File: src/rtl/vlsw_pkg.sv
// Shared types, constants and helper functions of the valve link safety watchdog.
package vlsw_pkg;

   // Field widths
   localparam int TimeWidth     = 48;
   localparam int CfgWidth      = 22;
   localparam int CsrIndexWidth = 8;

   // Configuration register indexes
   localparam logic [CsrIndexWidth-1:0] RegCommandTimeout   = CsrIndexWidth'(0);
   localparam logic [CsrIndexWidth-1:0] RegAdvertiseTimeout = CsrIndexWidth'(1);
   localparam logic [CsrIndexWidth-1:0] RegReconnectTimeout = CsrIndexWidth'(2);
   localparam logic [CsrIndexWidth-1:0] RegInconsistency    = CsrIndexWidth'(3);

   // Configuration reset values
   localparam logic [CfgWidth-1:0] CommandTimeoutReset   = CfgWidth'(5000);
   localparam logic [CfgWidth-1:0] AdvertiseTimeoutReset = CfgWidth'(30000);
   localparam logic [CfgWidth-1:0] ReconnectTimeoutReset = CfgWidth'(60000);
   localparam logic [CfgWidth-1:0] InconsistencyReset    = CfgWidth'(2000);

   // Item function codes
   localparam logic FuncTick = 1'b0;
   localparam logic FuncKick = 1'b1;

   // Valve stop codes
   localparam logic [1:0] StopNone      = 2'd0;
   localparam logic [1:0] StopReconnect = 2'd1;
   localparam logic [1:0] StopCommand   = 2'd2;

   typedef logic [TimeWidth-1:0] time_type;
   typedef logic [CfgWidth-1:0]  cfg_value_type;

   typedef struct packed {
      logic     func;
      time_type now_ms;
      logic     link_connected;
      logic     valve_open;
      logic     running;
   } item_type;

   typedef struct packed {
      cfg_value_type command_timeout_ms;
      cfg_value_type advertise_timeout_ms;
      cfg_value_type reconnect_timeout_ms;
      cfg_value_type inconsistency_ms;
   } cfg_type;

   typedef struct packed {
      logic       restart_advertising;
      logic [1:0] valve_stop;
      logic       send_error;
      logic       reset_to_idle;
      logic       disconnect_noted;
   } result_type;

   // True when the wrapped time since a mark is at least the limit.
   function automatic logic elapsed_ge(time_type now, time_type since, cfg_value_type limit);
      time_type diff;
      diff = now - since;
      return diff >= {{(TimeWidth-CfgWidth){1'b0}}, limit};
   endfunction

   // True when the wrapped time since a mark is strictly above the limit.
   function automatic logic elapsed_gt(time_type now, time_type since, cfg_value_type limit);
      time_type diff;
      diff = now - since;
      return diff > {{(TimeWidth-CfgWidth){1'b0}}, limit};
   endfunction

endpackage

File: src/rtl/vlsw_if.sv
// Channel interfaces of the valve link safety watchdog: items, results and register writes.
interface vlsw_req_if import vlsw_pkg::*; ();
   logic     valid;
   logic     ready;
   logic     func;
   time_type now_ms;
   logic     link_connected;
   logic     valve_open;
   logic     running;

   modport source (output valid, func, now_ms, link_connected, valve_open, running,
                   input ready);
   modport sink   (input valid, func, now_ms, link_connected, valve_open, running,
                   output ready);
endinterface

interface vlsw_rsp_if import vlsw_pkg::*; ();
   logic       valid;
   logic       ready;
   logic       restart_advertising;
   logic [1:0] valve_stop;
   logic       send_error;
   logic       reset_to_idle;
   logic       disconnect_noted;

   modport source (output valid, restart_advertising, valve_stop, send_error, reset_to_idle,
                   disconnect_noted, input ready);
   modport sink   (input valid, restart_advertising, valve_stop, send_error, reset_to_idle,
                   disconnect_noted, output ready);
endinterface

interface vlsw_csr_if import vlsw_pkg::*; ();
   logic                     valid;
   logic                     ready;
   logic [CsrIndexWidth-1:0] index;
   cfg_value_type            data;

   modport source (output valid, index, data, input ready);
   modport sink   (input valid, index, data, output ready);
endinterface

File: src/rtl/vlsw_core.sv
// Timer state and check logic of the valve link safety watchdog for one item.
module vlsw_core import vlsw_pkg::*; (
   input  logic       clock,
   input  logic       reset,
   input  logic       step,
   input  item_type   item,
   input  cfg_type    cfg,
   output result_type result
);

   time_type last_cmd_ff, last_cmd_in;
   time_type no_link_since_ff, no_link_since_in;
   logic     no_link_armed_ff, no_link_armed_in;
   time_type lost_link_since_ff, lost_link_since_in;
   logic     lost_link_armed_ff, lost_link_armed_in;
   time_type mismatch_since_ff, mismatch_since_in;
   logic     mismatch_armed_ff, mismatch_armed_in;

   logic adv_due;
   logic reconnect_due;
   logic command_due;
   logic mismatch_due;
   logic skip_rest;
   logic closed;

   // The comparisons run in parallel on the registered marks.
   assign adv_due       = elapsed_ge(item.now_ms, no_link_since_ff, cfg.advertise_timeout_ms);
   assign mismatch_due  = elapsed_gt(item.now_ms, mismatch_since_ff, cfg.inconsistency_ms);
   // A freshly armed reconnect mark has zero elapsed time.
   assign reconnect_due = lost_link_armed_ff
                          ? elapsed_ge(item.now_ms, lost_link_since_ff, cfg.reconnect_timeout_ms)
                          : (cfg.reconnect_timeout_ms == '0);
   // A reconnect moves the last command time to now, giving zero elapsed time.
   assign command_due   = lost_link_armed_ff
                          ? (cfg.command_timeout_ms == '0)
                          : elapsed_ge(item.now_ms, last_cmd_ff, cfg.command_timeout_ms);

   // The four checks in order, producing the result and the next timer state.
   always_comb begin
      last_cmd_in        = last_cmd_ff;
      no_link_since_in   = no_link_since_ff;
      no_link_armed_in   = no_link_armed_ff;
      lost_link_since_in = lost_link_since_ff;
      lost_link_armed_in = lost_link_armed_ff;
      mismatch_since_in  = mismatch_since_ff;
      mismatch_armed_in  = mismatch_armed_ff;
      result             = '0;
      skip_rest          = 1'b0;
      closed             = 1'b0;

      if (item.func == FuncKick) begin
         last_cmd_in = item.now_ms;
      end else begin
         // Advertising timer
         if (!item.link_connected) begin
            if (!no_link_armed_ff) begin
               no_link_armed_in = 1'b1;
               no_link_since_in = item.now_ms;
            end else if (adv_due) begin
               result.restart_advertising = 1'b1;
               no_link_since_in           = item.now_ms;
            end
         end else begin
            no_link_armed_in = 1'b0;
         end

         // Reconnect and command timers
         if (item.valve_open && item.running) begin
            if (!item.link_connected) begin
               if (!lost_link_armed_ff) begin
                  lost_link_armed_in      = 1'b1;
                  lost_link_since_in      = item.now_ms;
                  result.disconnect_noted = 1'b1;
               end
               if (reconnect_due) begin
                  result.valve_stop  = StopReconnect;
                  lost_link_armed_in = 1'b0;
               end
               skip_rest = 1'b1;
            end else begin
               if (lost_link_armed_ff) begin
                  lost_link_armed_in = 1'b0;
                  last_cmd_in        = item.now_ms;
               end
               if (command_due) begin
                  result.valve_stop = StopCommand;
                  result.send_error = 1'b1;
               end
            end
         end else begin
            lost_link_armed_in = 1'b0;
         end

         // Inconsistency timer; a stop this tick counts as a closed valve.
         if (!skip_rest) begin
            closed = !item.valve_open || (result.valve_stop != StopNone);
            if (item.running && closed) begin
               if (!mismatch_armed_ff) begin
                  mismatch_armed_in = 1'b1;
                  mismatch_since_in = item.now_ms;
               end else if (mismatch_due) begin
                  result.reset_to_idle = 1'b1;
                  mismatch_armed_in    = 1'b0;
               end
            end else begin
               mismatch_armed_in = 1'b0;
            end
         end
      end
   end

   // Timer state, updated once per item.
   always_ff @(posedge clock) begin
      if (reset) begin
         last_cmd_ff        <= '0;
         no_link_since_ff   <= '0;
         no_link_armed_ff   <= 1'b0;
         lost_link_since_ff <= '0;
         lost_link_armed_ff <= 1'b0;
         mismatch_since_ff  <= '0;
         mismatch_armed_ff  <= 1'b0;
      end else if (step) begin
         last_cmd_ff        <= last_cmd_in;
         no_link_since_ff   <= no_link_since_in;
         no_link_armed_ff   <= no_link_armed_in;
         lost_link_since_ff <= lost_link_since_in;
         lost_link_armed_ff <= lost_link_armed_in;
         mismatch_since_ff  <= mismatch_since_in;
         mismatch_armed_ff  <= mismatch_armed_in;
      end
   end

   // An error message goes out exactly with a command timeout stop.
   a_error_with_command_stop: assert property (@(posedge clock) disable iff (reset)
      step |-> (result.send_error == (result.valve_stop == StopCommand)))
      else $error("send_error and command stop disagree");

   // A kick raises no request.
   a_kick_quiet: assert property (@(posedge clock) disable iff (reset)
      (step && item.func == FuncKick) |-> (result == '0))
      else $error("kick produced a request");

   // A kick records its time as the last command time.
   a_kick_records: assert property (@(posedge clock) disable iff (reset)
      (step && item.func == FuncKick) |=> (last_cmd_ff == $past(item.now_ms)))
      else $error("kick did not record the command time");

   // A disconnect is noted only while the reconnect timer is disarmed.
   a_noted_once: assert property (@(posedge clock) disable iff (reset)
      (step && result.disconnect_noted) |-> !lost_link_armed_ff)
      else $error("disconnect noted with the reconnect timer already armed");

endmodule

File: src/rtl/valve_link_safety_watchdog.sv
// Top level of the valve link safety watchdog: channels, registers and item pipeline.
//
// The req_ch channel carries one item per transfer: a kick (func = 1) records
// now_ms as the time of the last command, a tick (func = 0) runs the advertising,
// reconnect, command and inconsistency checks against the millisecond time.
// Every item gives exactly one result transfer on rsp_ch, in order; a kick's
// result has every request flag clear.
// The csr_ch channel writes the four timeout registers by index (0 command,
// 1 advertise, 2 reconnect, 3 inconsistency); other indexes are ignored. It is
// always ready and should be used only while no item is in flight.
// An item taken on req_ch is held in the item register, passes through the check
// logic and is loaded into the result register, which drives rsp_ch. Throughput:
// one item per cycle while rsp_ch takes each result.
// When rsp_ch stalls, the result register holds and the item register still
// takes one more item; req_ch.ready falls once both are full.
// Reset clears all timer marks and armed flags, empties both registers and
// restores the register defaults (5000, 30000, 60000 and 2000 ms).
module valve_link_safety_watchdog import vlsw_pkg::*; (
   input  logic          clock,
   input  logic          reset,
   vlsw_req_if.sink      req_ch,
   vlsw_rsp_if.source    rsp_ch,
   vlsw_csr_if.sink      csr_ch
);

   item_type   item_ff;
   logic       item_valid_ff, item_valid_in;
   result_type result_ff;
   logic       rsp_valid_ff, rsp_valid_in;
   cfg_type    cfg_ff;
   result_type result;
   logic       advance;
   logic       req_take;

   // Flow control: the item register moves on when the result register is free.
   assign advance       = item_valid_ff && (!rsp_valid_ff || rsp_ch.ready);
   assign req_ch.ready  = !item_valid_ff || advance;
   assign req_take      = req_ch.valid && req_ch.ready;
   assign item_valid_in = req_take || (item_valid_ff && !advance);
   assign rsp_valid_in  = advance || (rsp_valid_ff && !rsp_ch.ready);

   // Control state of the two stages.
   always_ff @(posedge clock) begin
      if (reset) begin
         item_valid_ff <= 1'b0;
         rsp_valid_ff  <= 1'b0;
      end else begin
         item_valid_ff <= item_valid_in;
         rsp_valid_ff  <= rsp_valid_in;
      end
   end

   // Item register, loaded on each input transfer.
   always_ff @(posedge clock) begin
      if (req_take) begin
         item_ff.func           <= req_ch.func;
         item_ff.now_ms         <= req_ch.now_ms;
         item_ff.link_connected <= req_ch.link_connected;
         item_ff.valve_open     <= req_ch.valve_open;
         item_ff.running        <= req_ch.running;
      end
   end

   // Result register, loaded as the item leaves the first stage.
   always_ff @(posedge clock) begin
      if (advance) begin
         result_ff <= result;
      end
   end

   // Configuration registers.
   assign csr_ch.ready = 1'b1;

   always_ff @(posedge clock) begin
      if (reset) begin
         cfg_ff.command_timeout_ms   <= CommandTimeoutReset;
         cfg_ff.advertise_timeout_ms <= AdvertiseTimeoutReset;
         cfg_ff.reconnect_timeout_ms <= ReconnectTimeoutReset;
         cfg_ff.inconsistency_ms     <= InconsistencyReset;
      end else if (csr_ch.valid) begin
         case (csr_ch.index)
            RegCommandTimeout:   cfg_ff.command_timeout_ms   <= csr_ch.data;
            RegAdvertiseTimeout: cfg_ff.advertise_timeout_ms <= csr_ch.data;
            RegReconnectTimeout: cfg_ff.reconnect_timeout_ms <= csr_ch.data;
            RegInconsistency:    cfg_ff.inconsistency_ms     <= csr_ch.data;
            default: begin
            end
         endcase
      end
   end

   // Check logic and timer state.
   vlsw_core u_core (
      .clock  (clock),
      .reset  (reset),
      .step   (advance),
      .item   (item_ff),
      .cfg    (cfg_ff),
      .result (result)
   );

   // Result channel.
   assign rsp_ch.valid               = rsp_valid_ff;
   assign rsp_ch.restart_advertising = result_ff.restart_advertising;
   assign rsp_ch.valve_stop          = result_ff.valve_stop;
   assign rsp_ch.send_error          = result_ff.send_error;
   assign rsp_ch.reset_to_idle       = result_ff.reset_to_idle;
   assign rsp_ch.disconnect_noted    = result_ff.disconnect_noted;

endmodule

File: src/flat_wrapper.sv
// flat-port wrapper written by rule: the top's interface ports become plain ports
module valve_link_safety_watchdog_flat import vlsw_pkg::*;
  (clock, reset, req_ch_valid, req_ch_func, req_ch_now_ms, req_ch_link_connected, req_ch_valve_open, req_ch_running, req_ch_ready, rsp_ch_valid, rsp_ch_restart_advertising, rsp_ch_valve_stop, rsp_ch_send_error, rsp_ch_reset_to_idle, rsp_ch_disconnect_noted, rsp_ch_ready, csr_ch_valid, csr_ch_index, csr_ch_data, csr_ch_ready);
  vlsw_req_if req_ch_i ();
  vlsw_rsp_if rsp_ch_i ();
  vlsw_csr_if csr_ch_i ();
  input  logic clock;
  input  logic reset;
  input wire logic [$bits(req_ch_i.valid)-1:0] req_ch_valid;
  input wire logic [$bits(req_ch_i.func)-1:0] req_ch_func;
  input wire logic [$bits(req_ch_i.now_ms)-1:0] req_ch_now_ms;
  input wire logic [$bits(req_ch_i.link_connected)-1:0] req_ch_link_connected;
  input wire logic [$bits(req_ch_i.valve_open)-1:0] req_ch_valve_open;
  input wire logic [$bits(req_ch_i.running)-1:0] req_ch_running;
  output wire logic [$bits(req_ch_i.ready)-1:0] req_ch_ready;
  output wire logic [$bits(rsp_ch_i.valid)-1:0] rsp_ch_valid;
  output wire logic [$bits(rsp_ch_i.restart_advertising)-1:0] rsp_ch_restart_advertising;
  output wire logic [$bits(rsp_ch_i.valve_stop)-1:0] rsp_ch_valve_stop;
  output wire logic [$bits(rsp_ch_i.send_error)-1:0] rsp_ch_send_error;
  output wire logic [$bits(rsp_ch_i.reset_to_idle)-1:0] rsp_ch_reset_to_idle;
  output wire logic [$bits(rsp_ch_i.disconnect_noted)-1:0] rsp_ch_disconnect_noted;
  input wire logic [$bits(rsp_ch_i.ready)-1:0] rsp_ch_ready;
  input wire logic [$bits(csr_ch_i.valid)-1:0] csr_ch_valid;
  input wire logic [$bits(csr_ch_i.index)-1:0] csr_ch_index;
  input wire logic [$bits(csr_ch_i.data)-1:0] csr_ch_data;
  output wire logic [$bits(csr_ch_i.ready)-1:0] csr_ch_ready;
  assign req_ch_i.valid = req_ch_valid;
  assign req_ch_i.func = req_ch_func;
  assign req_ch_i.now_ms = req_ch_now_ms;
  assign req_ch_i.link_connected = req_ch_link_connected;
  assign req_ch_i.valve_open = req_ch_valve_open;
  assign req_ch_i.running = req_ch_running;
  assign req_ch_ready = req_ch_i.ready;
  assign rsp_ch_valid = rsp_ch_i.valid;
  assign rsp_ch_restart_advertising = rsp_ch_i.restart_advertising;
  assign rsp_ch_valve_stop = rsp_ch_i.valve_stop;
  assign rsp_ch_send_error = rsp_ch_i.send_error;
  assign rsp_ch_reset_to_idle = rsp_ch_i.reset_to_idle;
  assign rsp_ch_disconnect_noted = rsp_ch_i.disconnect_noted;
  assign rsp_ch_i.ready = rsp_ch_ready;
  assign csr_ch_i.valid = csr_ch_valid;
  assign csr_ch_i.index = csr_ch_index;
  assign csr_ch_i.data = csr_ch_data;
  assign csr_ch_ready = csr_ch_i.ready;
  valve_link_safety_watchdog u_core (.clock(clock), .reset(reset), .req_ch(req_ch_i), .rsp_ch(rsp_ch_i), .csr_ch(csr_ch_i));
endmodule
File: config.mk
export PLATFORM = sky130hd
export DESIGN_NAME = valve_link_safety_watchdog_flat
export DESIGN_NICKNAME = d
export VERILOG_FILES = /design/src/rtl/vlsw_pkg.sv /design/src/rtl/vlsw_if.sv /design/src/rtl/vlsw_core.sv /design/src/rtl/valve_link_safety_watchdog.sv /design/src/flat_wrapper.sv
export SDC_FILE = /design/constraint.sdc
export NUM_CORES = 1
export LEC_CHECK = 0
export BUFFER_PORTS_ARGS = -buffer_cell sky130_fd_sc_hd__buf_2
export CAP_MARGIN = 40
export CORE_MARGIN = 2
export CORE_UTILIZATION = 55
export CTS_CLUSTER_DIAMETER = 30
export DETAILED_ROUTE_END_ITERATION = 10
export PLACE_DENSITY = 0.79
export SLEW_MARGIN = 20
export SYNTH_ARGS = -nofsm -noshare
export SYNTH_HDL_FRONTEND = slang
export SYNTH_SLANG_ARGS = --single-unit
export TNS_END_PERCENT = 10
File: constraint.sdc
create_clock -name clock -period 15.66 [get_ports clock]
set_clock_uncertainty 0.05 [all_clocks]
set_input_delay 0.783 -clock clock [delete_from_list [all_inputs] [get_ports clock]]
set_output_delay 0.783 -clock clock [all_outputs]
set_load 0.005 [all_outputs]
# Word level (Yosys, flattened, before mapping)
# Index checks and enable logic that the tools add are counted.
# W data, S select, Z words.
# word_totals
wordCells	105
register_bits	343
out_inout_bits	9
# op_classes
eq_ne	4
bitwise_logic	8
n_addsub	4
n_reduce_logical	36
n_lt_le_gt_ge	4
mux	26
# op_table
cell	n
$mux W48	6
$sub A48 B48 Y48	4
$ge A48 B22 Y1	3
$gt A48 B22 Y1	1
$logic_not A22 Y1	2
$eq A8 B2 Y1 const B	2
$mux W1	16
$reduce_and A2 Y1	5
$reduce_and A5 Y1	2
$mux W3	3
$eq A8 B1 Y1 const B	1
$logic_not A8 Y1	1
$not A1 Y1	8
$reduce_and A4 Y1	2
$reduce_bool A2 Y1	4
$logic_and A1 B1 Y1	6
$reduce_or A3 Y1	2
$logic_not A1 Y1	5
$logic_or A1 B1 Y1	5
$reduce_or A4 Y1	1
$reduce_and A3 Y1	1
$mux W2	1
$ne A2 B1 Y1 const B	1

# Depth between registers and ports, before layout
# Gate-level depths: netlist of the first run.
# logic_depth
depth_word	12
mapped_depth	28
depth_no_buf	26

# Hierarchy
# Synthesis of the first run repeated with hierarchy kept, for this count alone.
# unflattened
hier_cells	3634
area_unflattened_um2	27791.7
# modules_own_cells
mod	area_each_um2	instances	seq_area_each_um2	cells_per_inst
vlsw_core	22371.5	1	3903.7	3235
valve_link_safety_watchdog	5420.2	1	3543.4	399

# Least setup slack after synthesis of the first run
# No wires, ideal clock.
# synth_path
path_kind	reg2reg
from	register u_core.item_ff[3] (netlist name)
to	register u_core.u_core.mismatch_armed_ff
period_less_slack_ns	5.287
setup_ns	0.114
t_arrival_ns	5.123
path_buffers	0
path_stages_with_launch	27
path_slack_ns	10.373
cell_sequence	edfxtp_1 > inv_1 > ha_1 > inv_1 > fa_1 > a211o_1 > a211o_1 > and2_1 > o41ai_1 > nor2_1 > nor3_1 > o21bai_1 > a21oi_1 > xnor2_1 > ha_1 > o21ai_0 > nor2_1 > nor3_1 > o21bai_1 > inv_1 > o211ai_1 > a2111oi_0 > nand4b_1 > nor4_1 > nand4_1 > and3_1 > a2111oi_0
# synth_between
elab_chain_cells	11
# synth_lines
element	line_no	source
from (decl)	valve_link_safety_watchdog.sv:26	item_type item_ff;
$sub A48 B48 Y48	vlsw_pkg.sv:59	diff = now - since;
$ge A48 B22 Y1	vlsw_pkg.sv:60	return diff >= {{(TimeWidth-CfgWidth){1'b0}}, limit};
$mux W1 (on tied branches)	vlsw_core.sv:31, vlsw_core.sv:35	
$mux W1 / $mux W3 (equally long branches)	vlsw_core.sv:75, vlsw_core.sv:85	
$mux W2	vlsw_core.sv:69	if (!item.link_connected) begin
$mux W3	vlsw_core.sv:68	if (item.valve_open && item.running) begin
$mux W3	vlsw_core.sv:51	if (item.func == FuncKick) begin
$reduce_bool A2 Y1	vlsw_core.sv:96	closed = !item.valve_open || (result.valve_stop != StopNone);
$logic_or A1 B1 Y1	vlsw_core.sv:96	
$logic_and A1 B1 Y1	vlsw_core.sv:97	if (item.running && closed) begin
$mux W1 *	vlsw_core.sv:97	
to (signal assigned)	vlsw_core.sv:129	mismatch_armed_ff <= mismatch_armed_in;
to (decl)	vlsw_core.sv:17	logic mismatch_armed_ff, mismatch_armed_in;
# Mark *: on every way between the ends. The rest lies on a longest branch, timed or not. The select of a mux whose other input is x is not followed.
# A chain may end at the register's enable or synchronous reset.

# Worst setup path in the final report of the first run
# layout_path
from	register u_core.item_ff[4] (netlist name)
to	register u_core.u_core.no_link_since_ff[2]
# layout_between
elab_chain_cells	4
# layout_lines
element	line_no	source
$sub A48 B48 Y48	vlsw_pkg.sv:59	
$ge A48 B22 Y1	vlsw_pkg.sv:60	
$ne A2 B1 Y1 (no source line)	--	
$reduce_and A4 Y1 (no source line)	--	
to (signal assigned)	vlsw_core.sv:124	no_link_since_ff <= no_link_since_in;
to (decl)	vlsw_core.sv:12	time_type no_link_since_ff, no_link_since_in;
# No other way between the ends.

==> results.yml, run 1 <==
min_path:
  holdPathStages: 1
  hp-start: "req_ch_now_ms[3]"
  hp-class: "input port to flip-flop"
  holdPathEnd: "u_core.item_ff[6]"
route:
  wire_per_inst_um: 20.10
  drc: 0
  dr.pass1.iters: 5
  via_per_inst: 6.105
  drtIter0Drc: 2561
  vias: 26560
  wl_um: 87460
  ant_nets: 0
floorplan:
  num_io_pins: 96
  die_x_um: 225.5
  die_height_um: 225.5
  die_area_mm2: 0.05084
  core_mm2: 0.04865
  start_util_pct: 55.46
  rows: 81
yosys:
  synthCells: 3568
  ys_warn_count: 0
  async_reset_ff_share_pct: 0
  synth_edf_count: 58
  syn-num-nets: 3935
  syn_area_per_cell_um2: 7.561
  ys_seq_elements: 343
  synth_ff_type: "dfxtp_1"
  ys_seq_area_share_pct: 27.60
  synth_cell_types: 91
  synthesis.area_mm2: 0.02698
grt:
  grt_overflow_total: 0
  grt_max_degree: 188
  grt_pass1_wl_um: 136900
  grt_use_total_pct: 34.01
  antenna_found_initial: 1
  first_global_vias: 24870
placed_design:
  pre_cts_ws_ps: 9379
  placedInstanceArea_mm2: 0.02798
  dp_hpwl_um: 64480
  numPlacedInstances: 4181
  io_buffers: 94
  globalplace.congestion: 1.007
clock_network:
  cts_resized: 0
  cts_sinks: 343
  cts_setup_buffers: 0
  cts_buffers: 89
  cts_buffer_depth: 3
  cts-root-buf: "clkbuf_16"
  clk_pin_slew_ps: 50
  htreeDepth: 3
  cts_hold_buf: 0
  clk_latency_ps: 640
  cts_tree: "yes"
sta:
  fmax_mhz: 152.6
  timing.hold.ws_ps: 266.3
  setup_viol: 0
  worst_slack_ps: 9107
  slew_viol_final: 0
  worstMarginPinSlew_ps: 1039
  fin_crit_ps: 6553
  rsz0062_at_grt: "no"
  period_share_pct: 41.84
  relSlewSlack_pct: 30.75
  hold_viol: 0
  final.setup.tns_ps: 0
critical_path:
  r2r_setup_slack_ps: 9110
  required_ps: 16100
  cp_max_fo: 27
  rr_endpoint: "u_core.u_core.no_link_since_ff[2]"
  worstPathArrival_ps: 6990
  r2r_cells: 21
  worstReg2RegStart: "u_core.item_ff[4]"
  crit_path_end_kind: "flip-flop"
  cp-start-kind: "flip-flop"
  criticalPathCategory: "flip-flop to flip-flop"
cells_and_area:
  layout_commonest_cell: "nand2_1"
  multi_input_area_mm2: 0.01764
  diodes: 0
  final-instance-count-excl-fill: 4351
  final_cell_area_mm2: 0.03127
  nets: 4021
  drive_gt1_share_pct: 8.903
  regArea_mm2: 0.007447
  final_cell_mix: "nand2_1, a21oi_1, inv_1"
  syn_to_final_growth_pct: 15.91
  fillers: 4245
run:
  max-cap-violations: 0
status:
  outcome: "finished, final reports clean"
pwr:
  ir_drop_v: 0.00009027
  leakagePower_nw: 12.25
  power_density_mw_per_mm2: 111.5
Yosys cell counts (all sizes together) (8+ instances only):
master,number,area [um2]
or4,8,63.81
o31ai,11,82.58
o21a,41,307.8
nor2b,22,137.6
nand4,76,475.5
nor4,45,287.8
buf,24,163.9
ha,276,3453
xor2,57,499.2
a221oi,10,87.58
nand2b,114,713.2
nor2,219,822.0
o221ai,9,78.83
xnor2,68,595.6
mux2i,109,1091
o211ai,33,247.7
inv,334,1254
edfxtp,58,1742
and2,17,106.4
a2111oi,14,130.1
nand3,50,250.2
nor3,37,185.2
nand3b,15,112.6
dfxtp,285,5705
and4,10,87.58
o41ai,8,70.07
o21ai,167,835.8
nand2,567,2128
and3,13,81.33
a211oi,29,230.2
a31oi,20,125.1
a21o,68,510.5
clkbuf,126,474.2
or2,14,87.59
or3,15,93.84
o2111ai,9,78.83
o21bai,26,195.2
a21oi,435,2177
o31a,9,78.83
a211o,25,219.0
final cells by class:
type / count / share of cell area (%)
clock buffer: 112 / 7.986
tap: 622 / 2.489
clock inverter: 54 / 2.297
multi-input combinational: 2741 / 56.42
sequential: 343 / 23.81
inverter: 334 / 4.009
timing repair buffer: 145 / 2.981
kinds of logic after synthesis:
family                     Yosys count  synth area share (%)
AOI/OAI and AO/OA                  985                 22.60
xor gates and xnor gates           125                 4.058
adders and majority gates          280                 13.10
buffers and inverters              484                 7.012
DFF                                343                 27.60
muxes                              114                 4.295
other                                1               0.01390
and+or+nand+nor                   1236                 21.32
metal layers:
metal,GRT usage [%],vias up,share of wire (%)
met4,13.95,0,4.2
li1,-,12810,-
met5,0,-,0
met1,46.34,12400,44
met3,6.871,214,8.8
met2,52.51,1142,43
where the power goes:
group / internal [mW] / total [mW] / leakage, nW / switching [mW]
logic: 0.224 / 0.601 / 7.82 / 0.376
clock network: 1.36 / 1.95 / 1.56 / 0.591
registers: 0.920 / 0.939 / 2.87 / 0.0192
total: 2.50 / 3.49 / 12.2 / 0.987
critical path: stages (launching register included):
cell	delay (ps)
edfxtp_1	760
ha_1	350
nor2b_1	150
o2111ai_1	350
a211oi_1	200
a211oi_4	380
o21ai_0	210
xnor2_1	160
ha_1	310
a221oi_1	480
o211ai_1	180
a311oi_1	370
o2111ai_1	180
a211o_1	250
nor3_1	210
nand4_1	110
nor4_1	300
nand4_1	190
o31a_2	500
buf_16	240
buf_4	290
mux2i_1	180
sequential cells by signal, indices dropped and copies added (netlist names):
signal and count:
u_core.cfg_ff 88, u_core.item_ff 52, u_core.item_valid_ff 1, u_core.rsp_ch.disconnect_noted 1
u_core.rsp_ch.reset_to_idle 1, u_core.rsp_ch.restart_advertising 1, u_core.rsp_ch.send_error 1, u_core.rsp_ch.valid 1
u_core.rsp_ch.valve_stop 2, u_core.u_core.last_cmd_ff 48, u_core.u_core.lost_link_armed_ff 1, u_core.u_core.lost_link_since_ff 48
u_core.u_core.mismatch_armed_ff 1, u_core.u_core.mismatch_since_ff 48, u_core.u_core.no_link_armed_ff 1, u_core.u_core.no_link_since_ff 48
through the flow:
step | total power [mW] | util, %
after floorplan | 1.361 | -
after global placement | 1.525 | 57.39
after detailed placement | 1.527 | 57.52
after CTS | 3.482 | 64.13
after global routing | 3.601 | 64.28
final | 3.487 | 64.28
worst max path at each step:
stage,from,to,slack [ps],depth (start not counted)
final,u_core.item_ff[4],u_core.u_core.no_link_since_ff[2],9110,21
after global routing,u_core.item_ff[3],u_core.u_core.mismatch_armed_ff,8750,26
after CTS,u_core.item_ff[3],u_core.u_core.mismatch_armed_ff,9320,26
after detailed placement,u_core.item_ff[4],u_core.u_core.no_link_since_ff[6],9380,20
after global placement,u_core.item_ff[3],u_core.u_core.mismatch_since_ff[35],9130,24
after floorplan,u_core.item_ff[3],u_core.u_core.mismatch_armed_ff,10370,26
Power figures use the tool's default switching activity.
==> run 2: changes to the inputs <==
PLACE_DENSITY = 0.82   (was 0.79)
clock period = 5.96 ns   (was 15.66 ns; I/O delays follow)
==> results.yml, run 2 (same netlist as run 1, synthesis figures left out) <==
route:
  ant_nets: 0
  vias: 27360
  via_per_inst: 6.160
  drtIter0Drc: 2472
  wire_per_inst_um: 20.19
  wl_um: 89690
  dr.pass1.iters: 6
  drc: 0
clock_network:
  cts_tree: "yes"
  cts-root-buf: "clkbuf_16"
  cts_sinks: 343
  clk_pin_slew_ps: 50
  htreeDepth: 3
  clk_latency_ps: 630
  cts_buffer_depth: 3
  cts_buffers: 87
floorplan:
  rows: 81
  die_x_um: 225.5
  num_io_pins: 96
  die_height_um: 225.5
  start_util_pct: 55.46
  die_area_mm2: 0.05084
  core_mm2: 0.04865
cells_and_area:
  drive_gt1_share_pct: 9.191
  final_cell_area_mm2: 0.03214
  syn_to_final_growth_pct: 19.13
  final_cell_mix: "nand2_1, a21oi_1, inv_1"
  reg.largest.list: "u_core.cfg_ff x88, u_core.item_ff x52"
  largest_reg_flops: 88
  regMostFlops: "u_core.cfg_ff"
  nets: 4112
  multi_input_area_mm2: 0.01771
  regArea_mm2: 0.007447
  layout_commonest_cell: "nand2_1"
  fillers: 4023
sta:
  fmax_mhz: 174.7
  period_share_pct: 96.05
  slew_viol_final: 0
  setup_viol: 0
  worstMarginPinSlew_ps: 932.7
  relSlewSlack_pct: 36.21
  fin_crit_ps: 5724
  hold_viol: 0
  rsz0062_at_grt: "no"
  final.setup.tns_ps: 0
pwr:
  clkPwrFrac_pct: 55.0
  leakagePower_nw: 12.62
  ir_drop_v: 0.0002755
  switchingPower_mw: 2.580
  p_int_mw: 6.534
  power_density_mw_per_mm2: 283.6
  comb_power_share_pct: 17.7
  swShare_pct: 28.30
  share_seq_of_total_power_pct: 27.3
placed_design:
  io_buffers: 94
  dp_hpwl_um: 65040
  globalplace.congestion: 1.065
  placedInstanceArea_mm2: 0.02814
grt:
  grt_pass1_wl_um: 138600
  grt_use_total_pct: 34.64
  first_global_vias: 25680
  grt_overflow_total: 0
  grt_max_degree: 175
  antenna_found_initial: 1
min_path:
  hp-class: "input port to flip-flop"
critical_path:
  cp-start-kind: "flip-flop"
  cp_max_fo: 33
  criticalPathCategory: "flip-flop to flip-flop"
  required_ps: 6400
  crit_path_end_kind: "flip-flop"
  worstPathArrival_ps: 6160
run:
  max-cap-violations: 0
status:
  outcome: "finished, final reports clean"
## run 2: final timing paths
path | cells past startpoint | end | slack, ps | startpoint
hold / removal | 4 | u_core.cfg_ff[77] | 110 | csr_ch_index[0]
setup reg to reg | 22 | u_core.u_core.no_link_since_ff[1] | 240 | u_core.item_ff[11]
hold reg to reg | 2 | u_core.u_core.last_cmd_ff[13] | 400 | u_core.u_core.last_cmd_ff[13]
setup / recovery | 22 | u_core.u_core.no_link_since_ff[1] | 240 | u_core.item_ff[11]
## run 2: metal layers
metal	track usage, %	share of wire (%)	up-vias
met5	0	0	-
met4	18.03	5.5	0
met3	6.858	8.5	265
met2	54.09	44	1307
met1	45.32	42	12810
li1	-	-	12990
## run 2: area by class of cell
cell class,count,share of cell area [%]
timing repair buffer,238,5.711
antenna,1,0.007786
multi-input combinational,2741,55.10
clock inverter,48,2.207
clock buffer,115,7.475
inverter,334,3.901
sequential,343,23.17
tap,622,2.422
## run 2: timing repair
action	4_1_cts	5_1_grt
setup endpoints to repair	0	98
hold buffers	76	0
setup buffers	0	7
hold endpoints to repair	132	0
gates resized for setup	0	16
## run 2: per-stage QoR
stage | power [mW] | hold slack [ps] | utilization (%) | setup WS, ps | cells
finish | 9.114 | 115.0 | 66.06 | 235.7 | 4442
global route | 9.427 | 118.8 | 66.06 | 22.25 | 4442
CTS | 9.075 | 54.39 | 65.82 | 70.82 | 4434
detailed placement | 4.016 | 396.5 | 57.85 | 114.5 | 4195
global placement | 4.007 | 391.5 | 57.72 | 180.9 | 4190
floorplan | 3.576 | 346.9 | - | 672.7 | 3568
## run 2: power groups by stage
| stage | registers [mW] | logic, mW | clock network [mW] |
|---|---|---|---|
| floorplan | 2.50 | 1.07 | 0 |
| global placement | 2.53 | 1.48 | 0 |
| detailed placement | 2.53 | 1.49 | 0 |
| CTS | 2.49 | 1.55 | 5.04 |
| global route | 2.49 | 1.76 | 5.18 |
| finish | 2.49 | 1.61 | 5.01 |
## run 2: critical path: stages, from the launching register on
cell      delay (ps)
edfxtp_1         530
buf_4            220
ha_1             330
a21o_1           190
a21o_1           170
a211o_1          350
a211oi_4         380
o21ai_1          200
a31oi_1          220
xnor2_1          140
ha_1             260
a21oi_1          130
o21ai_0          140
a211oi_1         250
o31ai_1          170
a211o_1          310
nor3_1           200
nand4_1          110
nor4_1           250
nand4_1          200
o31a_2           340
buf_6            240
mux2i_1          170
